### config.mk
export PLATFORM = sky130hd
export DESIGN_NAME = semaphore_wait_queue_table
export DESIGN_NICKNAME = d
export VERILOG_FILES = /design/src/rtl/swq_pkg.sv /design/src/rtl/semaphore_wait_queue_table.sv
export SDC_FILE = /design/constraint.sdc
export NUM_CORES = 2
export LEC_CHECK = 0
export BUFFER_PORTS_ARGS = -buffer_cell sky130_fd_sc_hd__buf_2
export CAP_MARGIN = 30
export CELL_PAD_IN_SITES_DETAIL_PLACEMENT = 0
export CELL_PAD_IN_SITES_GLOBAL_PLACEMENT = 1
export CORE_MARGIN = 1.5
export CORE_UTILIZATION = 35
export DETAILED_ROUTE_END_ITERATION = 10
export PLACE_DENSITY = 0.62
export SYNTH_ARGS = -nofsm -noshare
export SYNTH_HDL_FRONTEND = slang
export SYNTH_SLANG_ARGS = --single-unit
### constraint.sdc
create_clock -name clk -period 14.7 [get_ports clk]
set_clock_uncertainty 0.15 [all_clocks]
set_input_delay 2.94 -clock clk [delete_from_list [all_inputs] [get_ports clk]]
set_output_delay 2.94 -clock clk [all_outputs]
set_load 0.005 [all_outputs]
### src/rtl/swq_pkg.sv
// swq_pkg: shared types and codes for the semaphore wait queue table
// no dependencies
package swq_pkg;

	typedef enum logic [1:0] {
		OP_BLOCK  = 2'd0,
		OP_WAKE   = 2'd1,
		OP_REMOVE = 2'd2,
		OP_PEEK   = 2'd3
	} op_t;

	typedef enum logic [1:0] {
		ST_OK       = 2'd0,
		ST_FULL     = 2'd1,
		ST_NOTFOUND = 2'd2
	} status_t;

	typedef enum logic [2:0] {
		S_IDLE,
		S_SEARCH,
		S_DECIDE,
		S_WALK,
		S_WALK_RD,
		S_DONE
	} state_t;

endpackage

### src/rtl/semaphore_wait_queue_table.sv
// semaphore_wait_queue_table: table of active semaphores with FIFO wait queues
// depends on swq_pkg
//
//  channel | signals                              | direction
//  in      | in_valid, in_stall, op, sem_key, proc_id | into block
//  out     | out_valid, out_stall, status, result_proc | out of block
//
// the key search steps one descriptor per cycle through the shared key comparator
// until a hit or the last descriptor, then passes the decide and done states; a remove
// then walks the queue one link per cycle between the decide and done states. the next
// beat is taken in the cycle after the result is loaded into the output register.
// a block of a waiting process or a remove of an idle one goes straight to the done state.
// reset clears the valid and waiting bits at once, no clearing pass. in_stall is high
// from acceptance until the result moves to the output register; the done cycle
// repeats while out_stall holds an earlier result there.
module semaphore_wait_queue_table #(
	parameter int PROCS    = 32,
	parameter int KEY_BITS = 31
) (
	input  logic                clk,
	input  logic                arst_n,
	input  logic                in_valid,
	output logic                in_stall,
	input  logic [1:0]          op,
	input  logic [KEY_BITS-1:0] sem_key,
	input  logic [4:0]          proc_id,
	output logic                out_valid,
	input  logic                out_stall,
	output logic [1:0]          status,
	output logic [4:0]          result_proc
);
	import swq_pkg::*;

	localparam int IW = (PROCS > 1) ? $clog2(PROCS) : 1;
	localparam int CW = $clog2(PROCS + 1);

	// per-entry storage
	logic [PROCS-1:0]    dvalid_q;
	logic [PROCS-1:0]    waiting_q;
	logic [KEY_BITS-1:0] dkey_q  [PROCS];
	logic [IW-1:0]       dhead_q [PROCS];
	logic [IW-1:0]       dtail_q [PROCS];
	logic [IW-1:0]       link_q  [PROCS];
	logic [KEY_BITS-1:0] wkey_q  [PROCS];

	// sequencer registers
	state_t              state_q, state_d;
	op_t                 op_q;
	logic [KEY_BITS-1:0] key_q;
	logic [IW-1:0]       p_q;
	logic [CW-1:0]       cnt_q;
	logic                found_q;
	logic [IW-1:0]       d_q;
	logic                free_ok_q;
	logic [IW-1:0]       free_q;
	logic [IW-1:0]       cur_q, prev_q;
	logic                have_prev_q;
	logic [1:0]          st_q;
	logic [4:0]          res_q;
	logic                ovalid_q;
	logic [1:0]          ostatus_q;
	logic [4:0]          oproc_q;

	logic [IW-1:0] ci;
	logic          hit;
	logic          pid_ok;
	logic [IW-1:0] pid_idx;
	logic          early_done;

	assign ci      = cnt_q[IW-1:0];
	// shared key comparator
	assign hit     = dvalid_q[ci] && (dkey_q[ci] == key_q);
	assign pid_ok  = ({27'd0, proc_id} < 32'(PROCS));
	assign pid_idx = IW'(proc_id);
	// beats answered without a search
	assign early_done = ((op_t'(op) == OP_REMOVE) && (!pid_ok || !waiting_q[pid_idx])) ||
		((op_t'(op) == OP_BLOCK) && (!pid_ok || waiting_q[pid_idx]));

	assign in_stall    = (state_q != S_IDLE);
	assign out_valid   = ovalid_q;
	assign status      = ostatus_q;
	assign result_proc = oproc_q;

	// next state
	always_comb begin
		state_d = state_q;
		unique case (state_q)
			S_IDLE:    if (in_valid && !in_stall) state_d = early_done ? S_DONE : S_SEARCH;
			S_SEARCH:  if (hit || cnt_q == CW'(PROCS - 1)) state_d = S_DECIDE;
			S_DECIDE:  state_d = (op_q == OP_REMOVE && found_q) ? S_WALK : S_DONE;
			S_WALK: begin
				if (cur_q == p_q || cur_q == dtail_q[d_q] || cnt_q == CW'(PROCS - 1))
					state_d = S_DONE;
			end
			S_WALK_RD: state_d = S_WALK;
			S_DONE:    if (!ovalid_q || !out_stall) state_d = S_IDLE;
			default:   state_d = S_IDLE;
		endcase
	end

	always_ff @(posedge clk or negedge arst_n) begin
		if (!arst_n) begin
			state_q   <= S_IDLE;
			dvalid_q  <= '0;
			waiting_q <= '0;
			ovalid_q  <= 1'b0;
		end else begin
			state_q <= state_d;
			// output register: load a finished result, release it on an accepted beat
			if (state_q == S_DONE && (!ovalid_q || !out_stall)) begin
				ovalid_q  <= 1'b1;
				ostatus_q <= st_q;
				oproc_q   <= res_q;
			end else if (ovalid_q && !out_stall) begin
				ovalid_q <= 1'b0;
			end
			unique case (state_q)
				S_IDLE: begin
					if (in_valid && !in_stall) begin
						op_q      <= op_t'(op);
						p_q       <= pid_idx;
						cnt_q     <= '0;
						found_q   <= 1'b0;
						free_ok_q <= 1'b0;
						res_q     <= '0;
						key_q     <= (op_t'(op) == OP_REMOVE && pid_ok) ?
							wkey_q[pid_idx] : sem_key;
						st_q      <= (op_t'(op) == OP_BLOCK && pid_ok && waiting_q[pid_idx]) ?
							ST_OK : ST_NOTFOUND;
					end
				end
				S_SEARCH: begin
					// lowest free descriptor seen so far
					if (!dvalid_q[ci] && !free_ok_q) begin
						free_ok_q <= 1'b1;
						free_q    <= ci;
					end
					if (hit) begin
						found_q <= 1'b1;
						d_q     <= ci;
					end
					cnt_q <= cnt_q + 1'b1;
				end
				S_DECIDE: begin
					unique case (op_q)
						OP_BLOCK: begin
							if (found_q) begin
								link_q[dtail_q[d_q]] <= p_q;
								dtail_q[d_q]         <= p_q;
								st_q <= ST_OK;
							end else if (free_ok_q) begin
								dvalid_q[free_q] <= 1'b1;
								dkey_q[free_q]   <= key_q;
								dhead_q[free_q]  <= p_q;
								dtail_q[free_q]  <= p_q;
								st_q <= ST_OK;
							end else begin
								st_q <= ST_FULL;
							end
							if (found_q || free_ok_q) begin
								link_q[p_q]    <= p_q;
								wkey_q[p_q]    <= key_q;
								waiting_q[p_q] <= 1'b1;
							end
						end
						OP_WAKE: begin
							if (found_q) begin
								waiting_q[dhead_q[d_q]] <= 1'b0;
								if (dhead_q[d_q] == dtail_q[d_q]) dvalid_q[d_q] <= 1'b0;
								else dhead_q[d_q] <= link_q[dhead_q[d_q]];
								st_q  <= ST_OK;
								res_q <= 5'(dhead_q[d_q]);
							end
						end
						OP_PEEK: begin
							if (found_q) begin
								st_q  <= ST_OK;
								res_q <= 5'(dhead_q[d_q]);
							end
						end
						OP_REMOVE: begin
							cur_q       <= dhead_q[d_q];
							have_prev_q <= 1'b0;
							cnt_q       <= '0;
						end
						default: ;
					endcase
				end
				S_WALK: begin
					// one queue link per cycle
					if (cur_q == p_q) begin
						if (cur_q == dtail_q[d_q]) begin
							if (!have_prev_q) dvalid_q[d_q] <= 1'b0;
							else dtail_q[d_q] <= prev_q;
						end
						if (!have_prev_q) dhead_q[d_q] <= link_q[cur_q];
						else link_q[prev_q] <= link_q[cur_q];
						waiting_q[p_q] <= 1'b0;
						st_q  <= ST_OK;
						res_q <= 5'(p_q);
					end else if (cur_q != dtail_q[d_q] && cnt_q != CW'(PROCS - 1)) begin
						prev_q      <= cur_q;
						have_prev_q <= 1'b1;
						cur_q       <= link_q[cur_q];
						cnt_q       <= cnt_q + 1'b1;
					end
				end
				S_WALK_RD: ;
				S_DONE: ;
				default: ;
			endcase
		end
	end

endmodule

Word-level counts from Yosys, hierarchy flattened
Memories as Yosys holds them, arrays and structs flattened. A register that Yosys moved wholly into a read port is not among the register bits.
Cells that the tools add are included.
{"block": "totals", "reg_bits": 149, "ram_bits": 2464, "inputBits": 42, "wordCells": 255, "memories": 5}
{"block": "classes", "addsub": 1, "magnitude_cmp": 10, "n_eq_ne": 38, "muxes": 112, "bitwise": 11, "reduce_logical": 59}
{"name": "dkey_q", "depth": 32, "word_bits": 31, "read_ports": 1, "rd_ports_with_merged_regs": 1, "wr": 1, "line_no": "semaphore_wait_queue_table.sv:40", "source": "logic [KEY_BITS-1:0] dkey_q [PROCS];"}
{"name": "wkey_q", "depth": 32, "word_bits": 31, "read_ports": 1, "rd_ports_with_merged_regs": 0, "wr": 1, "line_no": "semaphore_wait_queue_table.sv:44", "source": "logic [KEY_BITS-1:0] wkey_q [PROCS];"}
{"name": "dhead_q", "depth": 32, "word_bits": 5, "read_ports": 1, "rd_ports_with_merged_regs": 1, "wr": 1, "line_no": "semaphore_wait_queue_table.sv:41", "source": "logic [IW-1:0] dhead_q [PROCS];"}
{"name": "dtail_q", "depth": 32, "word_bits": 5, "read_ports": 1, "rd_ports_with_merged_regs": 1, "wr": 1, "line_no": "semaphore_wait_queue_table.sv:42", "source": "logic [IW-1:0] dtail_q [PROCS];"}
{"name": "link_q", "depth": 32, "word_bits": 5, "read_ports": 2, "rd_ports_with_merged_regs": 1, "wr": 2, "line_no": "semaphore_wait_queue_table.sv:43", "source": "logic [IW-1:0] link_q [PROCS];"}
{"op": "$mux W32", "n": 10}
{"op": "$pmux W32 S2", "n": 4}
{"op": "$and A32 B32 Y32", "n": 3}
{"op": "$not A32 Y32", "n": 3}
{"op": "$mux W5", "n": 19}
{"op": "$or A32 B32 Y32", "n": 2}
{"op": "$mux W1", "n": 49}
{"op": "$lt A5 B6 Y1 const B", "n": 6}
{"op": "$eq A31 B31 Y1", "n": 1}
{"op": "$mux W31", "n": 1}
{"op": "$ne A2 B2 Y1 const B", "n": 14}
{"op": "$mux W6", "n": 4}
{"op": "$pmux W6 S4", "n": 1}
{"op": "$demux W1 S5", "n": 4}
{"op": "$ge A5 B1 Y1 const B", "n": 4}
{"op": "$logic_and A1 B1 Y1", "n": 20}
{"op": "$mux W3", "n": 6}
{"op": "$ne A3 B3 Y1 const B", "n": 6}
{"op": "$pmux W3 S6", "n": 1}
{"op": "$reduce_and A6 Y1", "n": 3}
{"op": "$reduce_and A4 Y1", "n": 4}
{"op": "$eq A5 B5 Y1", "n": 3}
{"op": "$pmux W5 S3", "n": 1}
{"op": "$reduce_or A5 Y1", "n": 3}
{"op": "31 further kinds", "n": 59}

Logic depth before layout (Yosys ltp)
{"block": "depth", "depth_word": 10, "ltp_mapped": 16}

Worst setup path after synthesis
No wires, ideal clock.
{"block": "synth_timing", "path_type": "in2reg", "start": "input arst_n", "end": "register found_q, enable pin", "setup_time_ns": 0.310, "arrival_ns": 7.635, "t_required_ns": 14.240, "setup_slack_ns": 6.605, "cell_stages": 3, "n_path_buf": 0, "path_cell_list": "nand2b_1 nor4b_1 or2_2"}
{"block": "synth_via", "elab_chain_cells": 1}
{"item": "from (decl)", "line_no": "semaphore_wait_queue_table.sv:21", "source": "input logic arst_n,"}
{"item": "$reduce_and A4 Y1 (no line)"}
{"item": "to (signal assigned)", "line_no": "semaphore_wait_queue_table.sv:123", "source": "found_q <= 1'b0;"}
{"item": "to (signal assigned)", "line_no": "semaphore_wait_queue_table.sv:139", "source": "found_q <= 1'b1;"}
{"item": "to (decl)", "line_no": "semaphore_wait_queue_table.sv:52", "source": "logic found_q;"}
Every way passes these cells.
A chain may end at the register's enable or synchronous reset.

==> results.py <==
metrics = {
    "floorplan": {
        "die_w_um": 554,
        "dieHeight_um": 554,
        "die_area_um2": 307000,
        "pin_count": 51,
        "rows": 202,
        "initial_core_util_pct": 35.1,
        "coreArea_um2": 303000,
    },
    "route": {
        "viasPerCell": 5.68,
        "wl_um": 296000,
        "drcViolationCount": 0,
        "top_layer": "met5",
        "vias": 54800,
        "met2WireLength_um": 138000,
        "drtIter0Drc": 6756,
        "drt-met1-wl_um": 131000,
        "antenna_left": 0,
        "wl_met3_um": 19600,
        "routedWlPerCell_um": 30.6,
        "drtPass1Iterations": 5,
    },
    "grt": {
        "overflow": 0,
        "antenna_found_initial": 9,
        "grt_max_degree": 173,
        "track_usage_pct": 18.9,
        "grt_pass1_wl_um": 419000,
        "grt_pass1_vias": 55200,
    },
    "setup_path": {
        "critical_path_class": "reg2reg",
        "crit_path_end_kind": "register",
        "max_stage_delay_ns": 0.91,
        "worstPathCellList": "buf_4, buf_12, clkinv_1, mux2i_1, o22ai_1, nor2_1, xnor2_1, nor4_1, nand2_1, nor4_1, buf_4, and3_1, mux2_1",
        "critical_path.top_delay_family": "buffers and inverters",
        "cp_data_required_time_ns": 15.23,
        "crit_buf_inv": 4,
        "crit_fanout": 57,
        "crit_arrival_ns": 7.22,
        "reg2reg_slack_ns": 8.01,
        "startpoint_type": "register",
        "cp_slowest_cell": "dfxtp_4",
    },
    "placed_design": {
        "dpl.hpwl_um": 158000,
        "preCtsSetupSlack_ns": 7.49,
        "gp_congestion": 0.807,
        "io_buffers": 50,
    },
    "sta": {
        "setup_viol": 0,
        "fmax_mhz": 149,
        "rsz0062_at_grt": "false",
        "slew_headroom_pct": 25.5,
        "setup_ws_ns": 8.01,
        "finalSetupTns_ns": 0,
        "fin_hold_ws_ns": 0.289,
        "report.final.slew_viol_count": 0,
        "tightest_slew_ns": 1.11,
        "hold_viol_final": 0,
        "fin_crit_sh_pct": 45.5,
        "period_needed_ns": 6.69,
    },
    "clock_tree": {
        "cts_buffers": 281,
        "cts_tree": "yes",
        "clock_sinks": 2628,
        "hold_buffers": 0,
        "htree_levels": 5,
        "clk_latency_ns": 0.86,
        "cts_root_buf": "clkbuf_16",
        "cts.clk_slew.worst_paths_ns": 0.06,
        "ctsResizeCount": 0,
        "postCtsSetupRepairBufs": 0,
        "clk_path_buf_depth": 4,
    },
    "min_path": {
        "worstHoldStart": "res_q[3]$_DFFE_PP_",
        "hold_class": "reg2reg",
    },
    "finish": {
        "final_cell_mix": "edfxtp_1 (2,545), mux4_2 (667), mux2i_1 (325), clkbuf_16 (289), nand2_1 (184)",
        "final_common_cell": "edfxtp_1",
        "area_growth_pct": 13.7,
        "drive_above_1_share_pct": 26.3,
        "final_nets": 5514,
    },
    "synthesis": {
        "syn_avg_cell_area_um2": 20.1,
        "synth.distinct_cells": 72,
        "synthFlopType": "edfxtp_1",
        "async_flop_share_pct": 2.59,
        "syn_nets": 5346,
        "synth_edf_count": 2545,
        "syn_area_um2": 106000,
        "yosys_warnings": 0,
        "ys_seq_elements": 2628,
        "synth_cells": 5303,
        "synth-seq-area-share_pct": 73.8,
    },
    "run": {
        "maxCapViolCount": 0,
    },
    "power_and_ir_drop": {
        "leakagePower_uw": 0.0376,
        "peakVddDrop_mv": 0.104,
        "power_density_nw_per_um2": 147,
    },
    "outcome": {
        "run_status": "finished clean",
    },
}
registers in the layout, indices dropped and copies added (netlist names), 2 cells and up, named ones only:
register     count
dkey_q         992
wkey_q         992
dhead_q        160
dtail_q        160
link_q         160
dvalid_q        32
waiting_q       32
key_q           31
cnt_q            6
cur_q            5
d_q              5
free_q           5
p_q              5
prev_q           5
res_q            5
result_proc      5
state_q          3
op_q             2
st_q             2
status           2
final timing paths:
kind / cells past startpoint / endpoint
max: 13 / register
min: 0 / result_proc[3]$_DFFE_PP_
max reg2reg: 13 / register
min reg2reg: 0 / result_proc[3]$_DFFE_PP_
max in group asynchronous: 2 / waiting_q[31]$_DFFE_PN0P_
min in group asynchronous: 1 / out_valid$_DFFE_PN0P_
kinds of logic (layout without fill, tap and decap cells):
| group | after synthesis | in the layout | synth area share [%] |
|---|---|---|---|
| flops | 2628 | 2628 | 73.8 |
| compound gates | 593 | 593 | 3.45 |
| xor+xnor | 51 | 51 | 0.420 |
| mux | 1097 | 1097 | 18.3 |
| other cells | 0 | 4 | 0 |
| simple gates | 563 | 563 | 2.44 |
| buf+inv | 370 | 742 | 1.59 |
| fa+ha+maj | 1 | 1 | 0.0118 |
through the flow:
step / total power (uW) / area, um2 / cells / utilization [%]
after detailed placement: 11200 / 112000 / 9162 / 37.1
after global routing: 18400 / 121000 / 9655 / 40.0
after floorplan: 10400 / 106000 / 5303 / -
after global placement: 11200 / 112000 / 9141 / 37.0
final: 17800 / 121000 / 9657 / 40.0
after CTS: 17900 / 121000 / 9649 / 39.9
layer usage:
layer | vias to the layer above | track usage (%)
met5 | - | 0
met4 | 2 | 4.91
met3 | 415 | 2.63
met2 | 2137 | 29.6
met1 | 29900 | 27.8
li1 | 22300 | -
cells in the mapped netlist (7+ instances only):
| master | count | area (um2) |
|---|---|---|
| mux2i_1 | 326 | 3260 |
| a31oi_1 | 8 | 50.1 |
| o21ai_0 | 132 | 661 |
| a21boi_0 | 9 | 67.6 |
| buf_4 | 25 | 188 |
| a221oi_1 | 28 | 245 |
| dfxtp_1 | 15 | 300 |
| a22oi_1 | 48 | 360 |
| nor3b_1 | 7 | 52.6 |
| and3_1 | 9 | 56.3 |
| a21oi_1 | 159 | 796 |
| o21ai_1 | 19 | 95.1 |
| a22o_1 | 28 | 245 |
| a21o_1 | 9 | 67.6 |
| clkbuf_1 | 203 | 762 |
| dfrtp_1 | 68 | 1700 |
| o22ai_1 | 90 | 563 |
| nand2b_1 | 21 | 131 |
| nor4_1 | 9 | 56.3 |
| nand3_1 | 18 | 90.1 |
| or3_1 | 9 | 56.3 |
| xnor2_1 | 30 | 263 |
| nor2_1 | 198 | 743 |
| buf_1 | 58 | 218 |
| or2_2 | 10 | 62.6 |
| nand2_1 | 185 | 694 |
| mux4_2 | 667 | 15000 |
| inv_1 | 11 | 41.3 |
| nand3b_1 | 11 | 82.6 |
| nor3_1 | 23 | 115 |
| a211oi_1 | 14 | 105 |
| and2_1 | 8 | 50.1 |
| mux2_2 | 93 | 1050 |
| nor2b_1 | 29 | 181 |
| xor2_1 | 21 | 184 |
| o31ai_1 | 23 | 173 |
| buf_6 | 9 | 101 |
| buf_2 | 54 | 270 |
| edfxtp_1 | 2545 | 76400 |
layout make-up:
class                           instances  area (um2)
Fill cell                           26600      182000
Multi-Input combinational cell       2305       26800
Sequential cell                      2628       78500
Clock inverter                        130        1070
Tap cell                             3978        4980
Antenna cell                            4        10.0
Inverter                               15        56.3
Clock buffer                          357        7530
Timing Repair Buffer                  240        2020
power by group:
| part | leakage, uW | switching, uW | internal, uW |
|---|---|---|---|
| clock network | 0.00420 | 2870 | 3870 |
| logic | 0.00966 | 1400 | 1130 |
| registers | 0.0238 | 210 | 8300 |
Note: power is estimated with default switching activity, not from simulation.
